`src/cdm_pkg.sv`:
```
// ----------------------------------------------------------------------------
// cdm_pkg
// Shared types and constants of the curvature drive mixer: beat structs,
// register indexes, fixed-point widths and the controller/datapath interface.
// ----------------------------------------------------------------------------
package cdm_pkg;

	// Fixed-point format of every power value.
	localparam int FRAC_BITS = 14;

	// Field and register widths.
	localparam int IO_W      = 16;
	localparam int CFG_W     = 15;
	localparam int CFG_IDX_W = 2;
	localparam int ACC_W     = 17;

	// Datapath widths.
	localparam int MUL_W  = 18;
	localparam int PROD_W = 2 * MUL_W;
	localparam int SUM_W  = PROD_W + 1;
	localparam int LR_W   = 20;
	localparam int QUO_W  = FRAC_BITS + 1;
	localparam int REM_W  = LR_W + 1;
	localparam int CNT_W  = $clog2(QUO_W);

	localparam logic signed [LR_W-1:0]  ONE_LR  = LR_W'(longint'(1) << FRAC_BITS);
	localparam logic signed [ACC_W-1:0] ONE_ACC = ACC_W'(longint'(1) << FRAC_BITS);
	localparam logic signed [MUL_W-1:0] ONE_MUL = MUL_W'(longint'(1) << FRAC_BITS);

	localparam logic signed [SUM_W-1:0] ACC_MAX_S = SUM_W'((longint'(1) << (ACC_W - 1)) - 1);
	localparam logic signed [SUM_W-1:0] ACC_MIN_S = -ACC_MAX_S - SUM_W'(1);

	localparam logic [CFG_W-1:0] THRESHOLD_RST = CFG_W'(3277);
	localparam logic [CFG_W-1:0] ALPHA_RST     = CFG_W'(1638);

	typedef enum logic [CFG_IDX_W-1:0] {
		REG_THRESHOLD = 2'd0,
		REG_ALPHA     = 2'd1
	} cfg_reg_t;

	typedef struct packed {
		logic signed [IO_W-1:0] throttle;
		logic signed [IO_W-1:0] rotation;
		logic                   quick_turn;
	} in_beat_t;

	typedef struct packed {
		logic signed [IO_W-1:0] left_power;
		logic signed [IO_W-1:0] right_power;
	} out_beat_t;

	typedef struct packed {
		logic                 en;
		logic [CFG_IDX_W-1:0] index;
		logic [CFG_W-1:0]     data;
	} cfg_wr_t;

	// Commands from the controller to the datapath, one step each.
	typedef struct packed {
		logic load;
		logic mul_a;
		logic mul_b;
		logic mix;
		logic desat;
		logic norm;
		logic div_step;
		logic out_load;
	} dp_cmd_t;

	typedef struct packed {
		logic need_div;
	} dp_status_t;

endpackage

```
`src/cdm_ctrl.sv`:
```
// ----------------------------------------------------------------------------
// cdm_ctrl
// Sequencer of the mixer: steps the datapath through multiply, mix,
// desaturate, normalize and divide, and owns the output valid flag.
// ----------------------------------------------------------------------------
module cdm_ctrl (
	input  logic                clk,
	input  logic                arst_n,
	input  logic                in_valid,
	output logic                in_ready,
	output logic                out_valid,
	input  logic                out_ready,
	input  cdm_pkg::dp_status_t status,
	output cdm_pkg::dp_cmd_t    cmd
);
	import cdm_pkg::*;

	typedef enum logic [2:0] {
		S_IDLE,
		S_MUL_A,
		S_MUL_B,
		S_MIX,
		S_DESAT,
		S_NORM,
		S_DIV,
		S_DONE
	} state_t;

	state_t            state_q;
	logic [CNT_W-1:0]  cnt_q;
	logic              out_valid_q;
	logic              div_last;
	logic              slot_free;

	assign in_ready  = (state_q == S_IDLE);
	assign out_valid = out_valid_q;
	assign div_last  = (cnt_q == CNT_W'(QUO_W - 1));
	assign slot_free = !out_valid_q || out_ready;

	always_comb begin
		cmd          = '0;
		cmd.load     = (state_q == S_IDLE) && in_valid;
		cmd.mul_a    = (state_q == S_MUL_A);
		cmd.mul_b    = (state_q == S_MUL_B);
		cmd.mix      = (state_q == S_MIX);
		cmd.desat    = (state_q == S_DESAT);
		cmd.norm     = (state_q == S_NORM);
		cmd.div_step = (state_q == S_DIV) && status.need_div;
		cmd.out_load = (state_q == S_DONE) && slot_free;
	end

	always_ff @(posedge clk or negedge arst_n) begin
		if (!arst_n) begin
			state_q     <= S_IDLE;
			cnt_q       <= '0;
			out_valid_q <= 1'b0;
		end else begin
			if (cmd.out_load) begin
				out_valid_q <= 1'b1;
			end else if (out_ready) begin
				out_valid_q <= 1'b0;
			end
			unique case (state_q)
				S_IDLE: begin
					if (in_valid) begin
						state_q <= S_MUL_A;
					end
				end
				S_MUL_A: state_q <= S_MUL_B;
				S_MUL_B: state_q <= S_MIX;
				S_MIX:   state_q <= S_DESAT;
				S_DESAT: state_q <= S_NORM;
				S_NORM: begin
					cnt_q   <= '0;
					state_q <= S_DIV;
				end
				S_DIV: begin
					if (!status.need_div || div_last) begin
						state_q <= S_DONE;
					end else begin
						cnt_q <= cnt_q + CNT_W'(1);
					end
				end
				S_DONE: begin
					if (slot_free) begin
						state_q <= S_IDLE;
					end
				end
				default: state_q <= S_IDLE;
			endcase
		end
	end

endmodule

```
`src/cdm_datapath.sv`:
```
// ----------------------------------------------------------------------------
// cdm_datapath
// Arithmetic of the mixer: configuration registers, quick-stop accumulator,
// shared multiplier, side mixing, desaturation and two radix-2 dividers.
// ----------------------------------------------------------------------------
module cdm_datapath (
	input  logic                clk,
	input  logic                arst_n,
	input  cdm_pkg::cfg_wr_t    cfg,
	input  cdm_pkg::in_beat_t   in_data,
	input  cdm_pkg::dp_cmd_t    cmd,
	output cdm_pkg::dp_status_t status,
	output cdm_pkg::out_beat_t  out_data
);
	import cdm_pkg::*;

	logic [CFG_W-1:0]         thresh_q;
	logic [CFG_W-1:0]         alpha_q;
	logic signed [ACC_W-1:0]  acc_q;

	logic signed [IO_W-1:0]   thr_q;
	logic signed [IO_W-1:0]   rot_q;
	logic [IO_W:0]            mag_thr_q;
	logic                     quick_q;
	logic                     below_q;

	logic signed [PROD_W-1:0] prod_a_q;
	logic signed [PROD_W-1:0] prod_b_q;
	logic signed [LR_W-1:0]   left_q;
	logic signed [LR_W-1:0]   right_q;

	logic [LR_W-1:0]          big_q;
	logic                     sign_l_q;
	logic                     sign_r_q;
	logic                     need_div_q;
	logic [REM_W-1:0]         rem_l_q;
	logic [REM_W-1:0]         rem_r_q;
	logic [QUO_W-1:0]         quo_l_q;
	logic [QUO_W-1:0]         quo_r_q;
	out_beat_t                out_q;

	logic signed [IO_W:0]     thr_ext;
	logic [IO_W:0]            mag_thr;
	logic signed [MUL_W-1:0]  op_a;
	logic signed [MUL_W-1:0]  op_b;
	logic signed [PROD_W-1:0] prod;
	logic signed [SUM_W-1:0]  filt;
	logic signed [ACC_W-1:0]  filt_sat;
	logic signed [LR_W-1:0]   ang;
	logic signed [LR_W-1:0]   desat_l;
	logic signed [LR_W-1:0]   desat_r;
	logic [LR_W-1:0]          mag_l;
	logic [LR_W-1:0]          mag_r;
	logic [LR_W-1:0]          big;
	logic                     ge_l;
	logic                     ge_r;
	logic [REM_W-1:0]         diff_l;
	logic [REM_W-1:0]         diff_r;
	logic signed [IO_W-1:0]   q_l;
	logic signed [IO_W-1:0]   q_r;

	assign status.need_div = need_div_q;
	assign out_data        = out_q;

	// Throttle magnitude at load time.
	assign thr_ext = (IO_W + 1)'(in_data.throttle);
	assign mag_thr = thr_ext[IO_W] ? (IO_W + 1)'(-thr_ext) : (IO_W + 1)'(thr_ext);

	// Shared multiplier operands.
	always_comb begin
		if (cmd.mul_a) begin
			if (quick_q) begin
				op_a = ONE_MUL - $signed(MUL_W'(alpha_q));
				op_b = MUL_W'(acc_q);
			end else begin
				op_a = $signed(MUL_W'(mag_thr_q));
				op_b = MUL_W'(rot_q);
			end
		end else begin
			op_a = $signed(MUL_W'(alpha_q));
			op_b = MUL_W'(rot_q) <<< 1;
		end
	end
	assign prod = op_a * op_b;

	// Filter sum, floor shift and saturation to the accumulator range.
	assign filt = (SUM_W'(prod_a_q) + SUM_W'(prod_b_q)) >>> FRAC_BITS;
	always_comb begin
		priority if (filt > ACC_MAX_S) begin
			filt_sat = ACC_W'(ACC_MAX_S);
		end else if (filt < ACC_MIN_S) begin
			filt_sat = ACC_W'(ACC_MIN_S);
		end else begin
			filt_sat = ACC_W'(filt);
		end
	end

	assign ang = quick_q ? LR_W'(rot_q)
	                     : LR_W'(prod_a_q >>> FRAC_BITS) - LR_W'(acc_q);

	// In quick-turn mode, the side that overflows is pulled back and the excess moves to the other.
	always_comb begin
		desat_l = left_q;
		desat_r = right_q;
		if (quick_q) begin
			priority if (left_q > ONE_LR) begin
				desat_r = right_q - (left_q - ONE_LR);
				desat_l = ONE_LR;
			end else if (right_q > ONE_LR) begin
				desat_l = left_q - (right_q - ONE_LR);
				desat_r = ONE_LR;
			end else if (left_q < -ONE_LR) begin
				desat_r = right_q - (left_q + ONE_LR);
				desat_l = -ONE_LR;
			end else if (right_q < -ONE_LR) begin
				desat_l = left_q - (right_q + ONE_LR);
				desat_r = -ONE_LR;
			end
		end
	end

	assign mag_l = left_q[LR_W-1]  ? LR_W'(-left_q)  : LR_W'(left_q);
	assign mag_r = right_q[LR_W-1] ? LR_W'(-right_q) : LR_W'(right_q);
	assign big   = (mag_l > mag_r) ? mag_l : mag_r;

	// One restoring quotient bit per step for each side.
	assign ge_l   = rem_l_q >= REM_W'(big_q);
	assign ge_r   = rem_r_q >= REM_W'(big_q);
	assign diff_l = ge_l ? rem_l_q - REM_W'(big_q) : rem_l_q;
	assign diff_r = ge_r ? rem_r_q - REM_W'(big_q) : rem_r_q;

	assign q_l = sign_l_q ? -$signed(IO_W'(quo_l_q)) : $signed(IO_W'(quo_l_q));
	assign q_r = sign_r_q ? -$signed(IO_W'(quo_r_q)) : $signed(IO_W'(quo_r_q));

	always_ff @(posedge clk or negedge arst_n) begin
		if (!arst_n) begin
			thresh_q   <= THRESHOLD_RST;
			alpha_q    <= ALPHA_RST;
			acc_q      <= '0;
			need_div_q <= 1'b0;
		end else begin
			if (cfg.en) begin
				unique case (cfg.index)
					REG_THRESHOLD: thresh_q <= cfg.data;
					REG_ALPHA:     alpha_q  <= cfg.data;
					default: ;
				endcase
			end
			if (cmd.mix) begin
				if (quick_q) begin
					if (below_q) begin
						acc_q <= filt_sat;
					end
				end else begin
					priority if (acc_q > ONE_ACC) begin
						acc_q <= acc_q - ONE_ACC;
					end else if (acc_q < -ONE_ACC) begin
						acc_q <= acc_q + ONE_ACC;
					end else begin
						acc_q <= '0;
					end
				end
			end
			if (cmd.norm) begin
				need_div_q <= big > LR_W'(ONE_LR);
			end
		end
	end

	always_ff @(posedge clk) begin
		if (cmd.load) begin
			thr_q     <= in_data.throttle;
			rot_q     <= in_data.rotation;
			quick_q   <= in_data.quick_turn;
			mag_thr_q <= mag_thr;
			below_q   <= mag_thr < (IO_W + 1)'(thresh_q);
		end
		if (cmd.mul_a) begin
			prod_a_q <= prod;
		end
		if (cmd.mul_b) begin
			prod_b_q <= prod;
		end
		if (cmd.mix) begin
			left_q  <= LR_W'(thr_q) + ang;
			right_q <= LR_W'(thr_q) - ang;
		end
		if (cmd.desat) begin
			left_q  <= desat_l;
			right_q <= desat_r;
		end
		if (cmd.norm) begin
			big_q    <= big;
			sign_l_q <= left_q[LR_W-1];
			sign_r_q <= right_q[LR_W-1];
			rem_l_q  <= REM_W'(mag_l);
			rem_r_q  <= REM_W'(mag_r);
			quo_l_q  <= '0;
			quo_r_q  <= '0;
		end
		if (cmd.div_step) begin
			rem_l_q <= diff_l << 1;
			rem_r_q <= diff_r << 1;
			quo_l_q <= {quo_l_q[QUO_W-2:0], ge_l};
			quo_r_q <= {quo_r_q[QUO_W-2:0], ge_r};
		end
		if (cmd.out_load) begin
			if (need_div_q) begin
				out_q.left_power  <= q_l;
				out_q.right_power <= q_r;
			end else begin
				out_q.left_power  <= IO_W'(left_q);
				out_q.right_power <= IO_W'(right_q);
			end
		end
	end

endmodule

```
`src/curvature_drive_mixer.sv`:
```
// ----------------------------------------------------------------------------
// curvature_drive_mixer
// Curvature drive mixer with quick turn: turns throttle and rotation into
// left and right side powers, with a quick-stop accumulator and normalization.
// ----------------------------------------------------------------------------
//
//  Channel  Signals                              Direction  Beat
//  -------  -----------------------------------  ---------  --------------------
//  in       in_valid, in_ready, in_data          sink       throttle, rotation, mode
//  out      out_valid, out_ready, out_data       source     left and right power
//  cfg      cfg_valid, cfg_ready, cfg_index/data sink       one register write
//
// One beat is processed at a time, through the multiply, mix, desaturate,
// normalize, divide and done steps. When the larger side exceeds full power,
// two radix-2 dividers run one quotient bit per cycle for FRAC_BITS + 1 bits;
// else the divide step ends at once. The input is taken again the cycle after
// the result enters the output register, and the output register lets the
// next beat start while a result still waits for out_ready. Reset is
// asynchronous: the control, configuration and division-flag registers reset
// and the accumulator clears; data registers have none. A stalled output
// holds the sequencer in its last step. Configuration writes are always taken;
// indexes past the last register are dropped.
module curvature_drive_mixer (
	input  logic                          clk,
	input  logic                          arst_n,
	input  logic                          in_valid,
	output logic                          in_ready,
	input  cdm_pkg::in_beat_t             in_data,
	output logic                          out_valid,
	input  logic                          out_ready,
	output cdm_pkg::out_beat_t            out_data,
	input  logic                          cfg_valid,
	output logic                          cfg_ready,
	input  logic [cdm_pkg::CFG_IDX_W-1:0] cfg_index,
	input  logic [cdm_pkg::CFG_W-1:0]     cfg_data
);
	import cdm_pkg::*;

	dp_cmd_t    cmd;
	dp_status_t status;
	cfg_wr_t    cfg;

	// The register file never stalls a write.
	assign cfg_ready = 1'b1;
	assign cfg.en    = cfg_valid;
	assign cfg.index = cfg_index;
	assign cfg.data  = cfg_data;

	// The controller sequences the steps and holds the output valid flag.
	cdm_ctrl u_ctrl (
		.clk       (clk),
		.arst_n    (arst_n),
		.in_valid  (in_valid),
		.in_ready  (in_ready),
		.out_valid (out_valid),
		.out_ready (out_ready),
		.status    (status),
		.cmd       (cmd)
	);

	// The datapath holds the accumulator, configuration and all arithmetic.
	cdm_datapath u_dp (
		.clk      (clk),
		.arst_n   (arst_n),
		.cfg      (cfg),
		.in_data  (in_data),
		.cmd      (cmd),
		.status   (status),
		.out_data (out_data)
	);

	// A taken beat keeps the input closed for the next cycle.
	a_busy_after_accept: assert property (@(posedge clk) disable iff (!arst_n)
		(in_valid && in_ready) |=> !in_ready)
		else $error("input accepted again right after a beat");

	// A beat is still at work several steps later.
	a_busy_through_mix: assert property (@(posedge clk) disable iff (!arst_n)
		(in_valid && in_ready) |-> ##4 !in_ready)
		else $error("input reopened before the beat finished");

	// A result never overwrites one that has not been taken.
	a_no_overwrite: assert property (@(posedge clk) disable iff (!arst_n)
		cmd.out_load |-> (!out_valid || out_ready))
		else $error("output register loaded while a result was pending");

	// The result register is filled only while the input is closed.
	a_load_when_busy: assert property (@(posedge clk) disable iff (!arst_n)
		cmd.out_load |-> !in_ready)
		else $error("result loaded while the input was open");

endmodule
```
`config.mk`:
```
export PLATFORM = sky130hd
export DESIGN_NAME = curvature_drive_mixer
export DESIGN_NICKNAME = d
export VERILOG_FILES = /design/src/cdm_pkg.sv /design/src/cdm_ctrl.sv /design/src/cdm_datapath.sv /design/src/curvature_drive_mixer.sv
export SDC_FILE = /design/constraint.sdc
export NUM_CORES = 2
export LEC_CHECK = 0
export BUFFER_PORTS_ARGS = -buffer_cell sky130_fd_sc_hd__buf_2
export CAP_MARGIN = 20
export CORE_MARGIN = 8
export CORE_UTILIZATION = 40
export DETAILED_ROUTE_END_ITERATION = 7
export PLACE_DENSITY = 0.67
export SLEW_MARGIN = 20
export SYNTH_ARGS = -nofsm -noshare
export SYNTH_HDL_FRONTEND = slang
export SYNTH_HIERARCHICAL = 1
export SYNTH_SLANG_ARGS = --single-unit
```
`constraint.sdc`:
```
create_clock -name clk -period 10.15 [get_ports clk]
set_input_delay 1.015 -clock clk [delete_from_list [all_inputs] [get_ports clk]]
set_output_delay 1.015 -clock clk [all_outputs]
set_load 0.005 [all_outputs]
```
==> flow_summary_export.csv <==
group,metric,value,unit
grt,grt_pass1_vias,29911,
timing,final-hold-violation-count,0,
worst_setup_path,setup.worst_path.class,"register to register",
timing,worst_slew_pin_slew,1.19,ns
synthesis,yosys_warnings,6,
clocking,cts_num_sinks,344,
timing,max_slew_margin,0.199,
detailed_routing,wire_per_inst,19.8,um
grt,grt_busiest_layer,"met2",
grt,grtUsageMet3,0.0365,
worst_setup_path,slowest_delay,0.56,ns
floorplan,die-area,104000,um^2
placed_design,hpwl,85300,um
grt,grtUsageMet1,0.257,
grt,gr-usage-met2,0.348,
detailed_routing,viasPerCell,5.52,
run_status,status,"finished, final reports clean",
worst_setup_path,worstPathMaxFanout,11,
clocking,clk_latency,0.61,ns
synthesis,yosys-top-cells-area,"edfxtp_1, fa_1, ha_1",
grt,antenna_found_initial,10,
grt,grt_pass1_wl,168000,um
placed_design,routabilityCongestion,0.956,
synthesis,synth_top_area_share,0.228,
detailed_routing,via_count,29878,
synthesis,synth_flop_cell,"edfxtp_1",
run,drv_cap,0,
worst_setup_path,cpMostUsedCell,"fa_1",
timing,slew_viol_final,0,
synthesis,synthTopCellsByCount,"inv_1, nor2_1, ha_1, fa_1, nand2_1",
worst_setup_path,rr_worst_depth,33,
worst_setup_path,slowest_stage,"fa_1",
detailed_routing,first_pass_iters,6,
clocking,numCtsBuffers,41,
grt,grt_max_degree,73,
min_path,hold_depth,1,
synthesis,syn_area_per_cell,9.24,um^2
clocking,clockBufferDepth,3,
timing,setup_viol,0,
timing,clock.fmax,107,MHz
timing,setup_tns,0,ns
detailed_routing,route.antenna.remaining_nets,0,
synthesis,async_reset_ff_frac,0.163,
floorplan,die_h,323,um
floorplan,io_pins,90,
worst_setup_path,critPathRequiredTime,10.47,ns
synthesis,yosysUniqueCellTypes,90,
floorplan,coreArea,93300,um^2
floorplan,dieWidth,323,um
worst_setup_path,crit_arrival,9.69,ns
cells_and_area,syn_to_final_growth,9.26,%
grt,grt.overflow.total,0,
detailed_routing,finalWirelength,107000,um
synthesis,synth.largest_area_cell,"edfxtp_1",
synthesis,synth_most_common_cell,"inv_1",
floorplan,start_util,0.403,
synthesis,syn_nets,4822,
synthesis,synth-edff-count,286,
synthesis,ys_seq_area_frac,0.267,
synthesis,syn_inst,4073,
detailed_routing,drc,0,
floorplan,rows,112,
detailed_routing,drtIter0Drc,2408,
timing,rsz0062_at_grt,"false",
clocking,cts-htree-levels,2,
clocking,cts_setup_buffers,0,
synthesis,ys_seq_elements,344,
min_path,hp-class,"register to register",
timing,worst_clock_skew,0.0307,ns
synthesis,synth_area,37600,um^2
worst_setup_path,start_kind,"register",
cells_and_area,finalNetCount,4872,
grt,track_usage,0.204,
cells_and_area,drive_above_1_share,0.0722,
clocking,clk_pin_slew,0.06,ns
clocking,cts_root_buf,"clkbuf_16",
worst_setup_path,end_kind,"register",
timing,period_needed,9.37,ns
placed_design,io_buffers,88,
clocking,tritoncts,"done",
timing,final.period_utilization,0.923,
-- layout by cell type (no fill, tap or decap), types with 81 or more instances in the layout --
cell type,synthesis,routed
a21o_1,85,85
a21oi_1,203,201
buf_2,5,88
edfxtp_1,286,286
fa_1,337,337
ha_1,357,357
inv_1,612,612
nand2_1,334,334
nand3_1,81,81
nor2_1,383,382
o21ai_0,189,187
xnor2_1,175,175
-- path summary, 6_finish.rpt --
kind | end | from | slack [ns]
max | u_dp/prod_a_q[32] | u_dp/alpha_q[0] | 0.78
min | u_ctrl/cnt_q[3] | u_ctrl/cnt_q[3] | 0.48
max reg2reg | u_dp/prod_a_q[32] | u_dp/alpha_q[0] | 0.78
min reg2reg | u_ctrl/cnt_q[3] | u_ctrl/cnt_q[3] | 0.48
max in group asynchronous | u_dp/status | arst_n | 8.95
min in group asynchronous | u_dp/alpha_q[8] | arst_n | 0.57
-- state kept, by name (all words and copies together) (netlist names), 16 cells and up --
register,flops
u_dp/left_q,20
u_dp/rem_r_q,21
u_dp/rem_l_q,21
u_dp/mag_thr_q,16
u_dp/prod_a_q,36
u_dp/prod_b_q,36
u_dp/big_q,20
u_dp/acc_q,17
u_dp/rot_q,16
u_dp/thr_q,16
u_dp/right_q,20
u_dp/out_data,32
-- layer usage --
layer,vias to the layer above,part of all wire
met5,-,0.00025
met4,4,0.043
met3,253,0.074
met2,1096,0.48
met1,14654,0.41
li1,13871,-
-- logic make-up after synthesis --
| logic type | Yosys count | synth area share |
|---|---|---|
| other | 2 | 0.000200 |
| xor gates and xnor gates | 247 | 0.0575 |
| and+or+nand+nor | 1155 | 0.142 |
| AOI/OAI and AO/OA | 800 | 0.136 |
| adders and majority gates | 694 | 0.298 |
| DFF | 344 | 0.267 |
| buffers and inverters | 741 | 0.0746 |
| muxes | 90 | 0.0248 |
-- metrics by stage --
step,instances,utilization,area (um^2),hold WS (ns),setup slack (ns)
after floorplan,4073,-,37600,0.446,0.0976
after global placement,5333,0.424,39500,0.465,0.796
after detailed placement,5333,0.424,39500,0.469,0.628
after CTS,5409,0.440,41100,0.481,0.593
after global routing,5412,0.441,41100,0.520,0.181
final,5414,0.441,41100,0.484,0.781
-- layout make-up --
cell class / instances / area [um^2]
Fill cell: 8961 / 52200
Multi-Input combinational cell: 2988 / 24900
Sequential cell: 344 / 10000
Inverter: 615 / 2310
Tap cell: 1254 / 1570
Clock buffer: 43 / 1050
Timing Repair Buffer: 133 / 798
Clock inverter: 33 / 480
Antenna cell: 4 / 10.0
-- critical path: cells and delay by family, from the launching register on --
family,cells,cell delay (ns)
XOR/XNOR,1,0.10
AO/OA/AOI/OAI,10,1.99
flip-flops,1,0.39
AND/OR/NAND/NOR,9,2.66
buffers and inverters,5,0.30
adder cells (fa/ha/maj),8,3.66
-- what timing repair did --
action,4_1_cts,5_1_grt
setup endpoints to repair,0,2
hold buffers,0,0
resized for setup,0,1
Power is not shown: default switching activity piles up to over one toggle a cycle in this logic, so the estimate is an artifact.
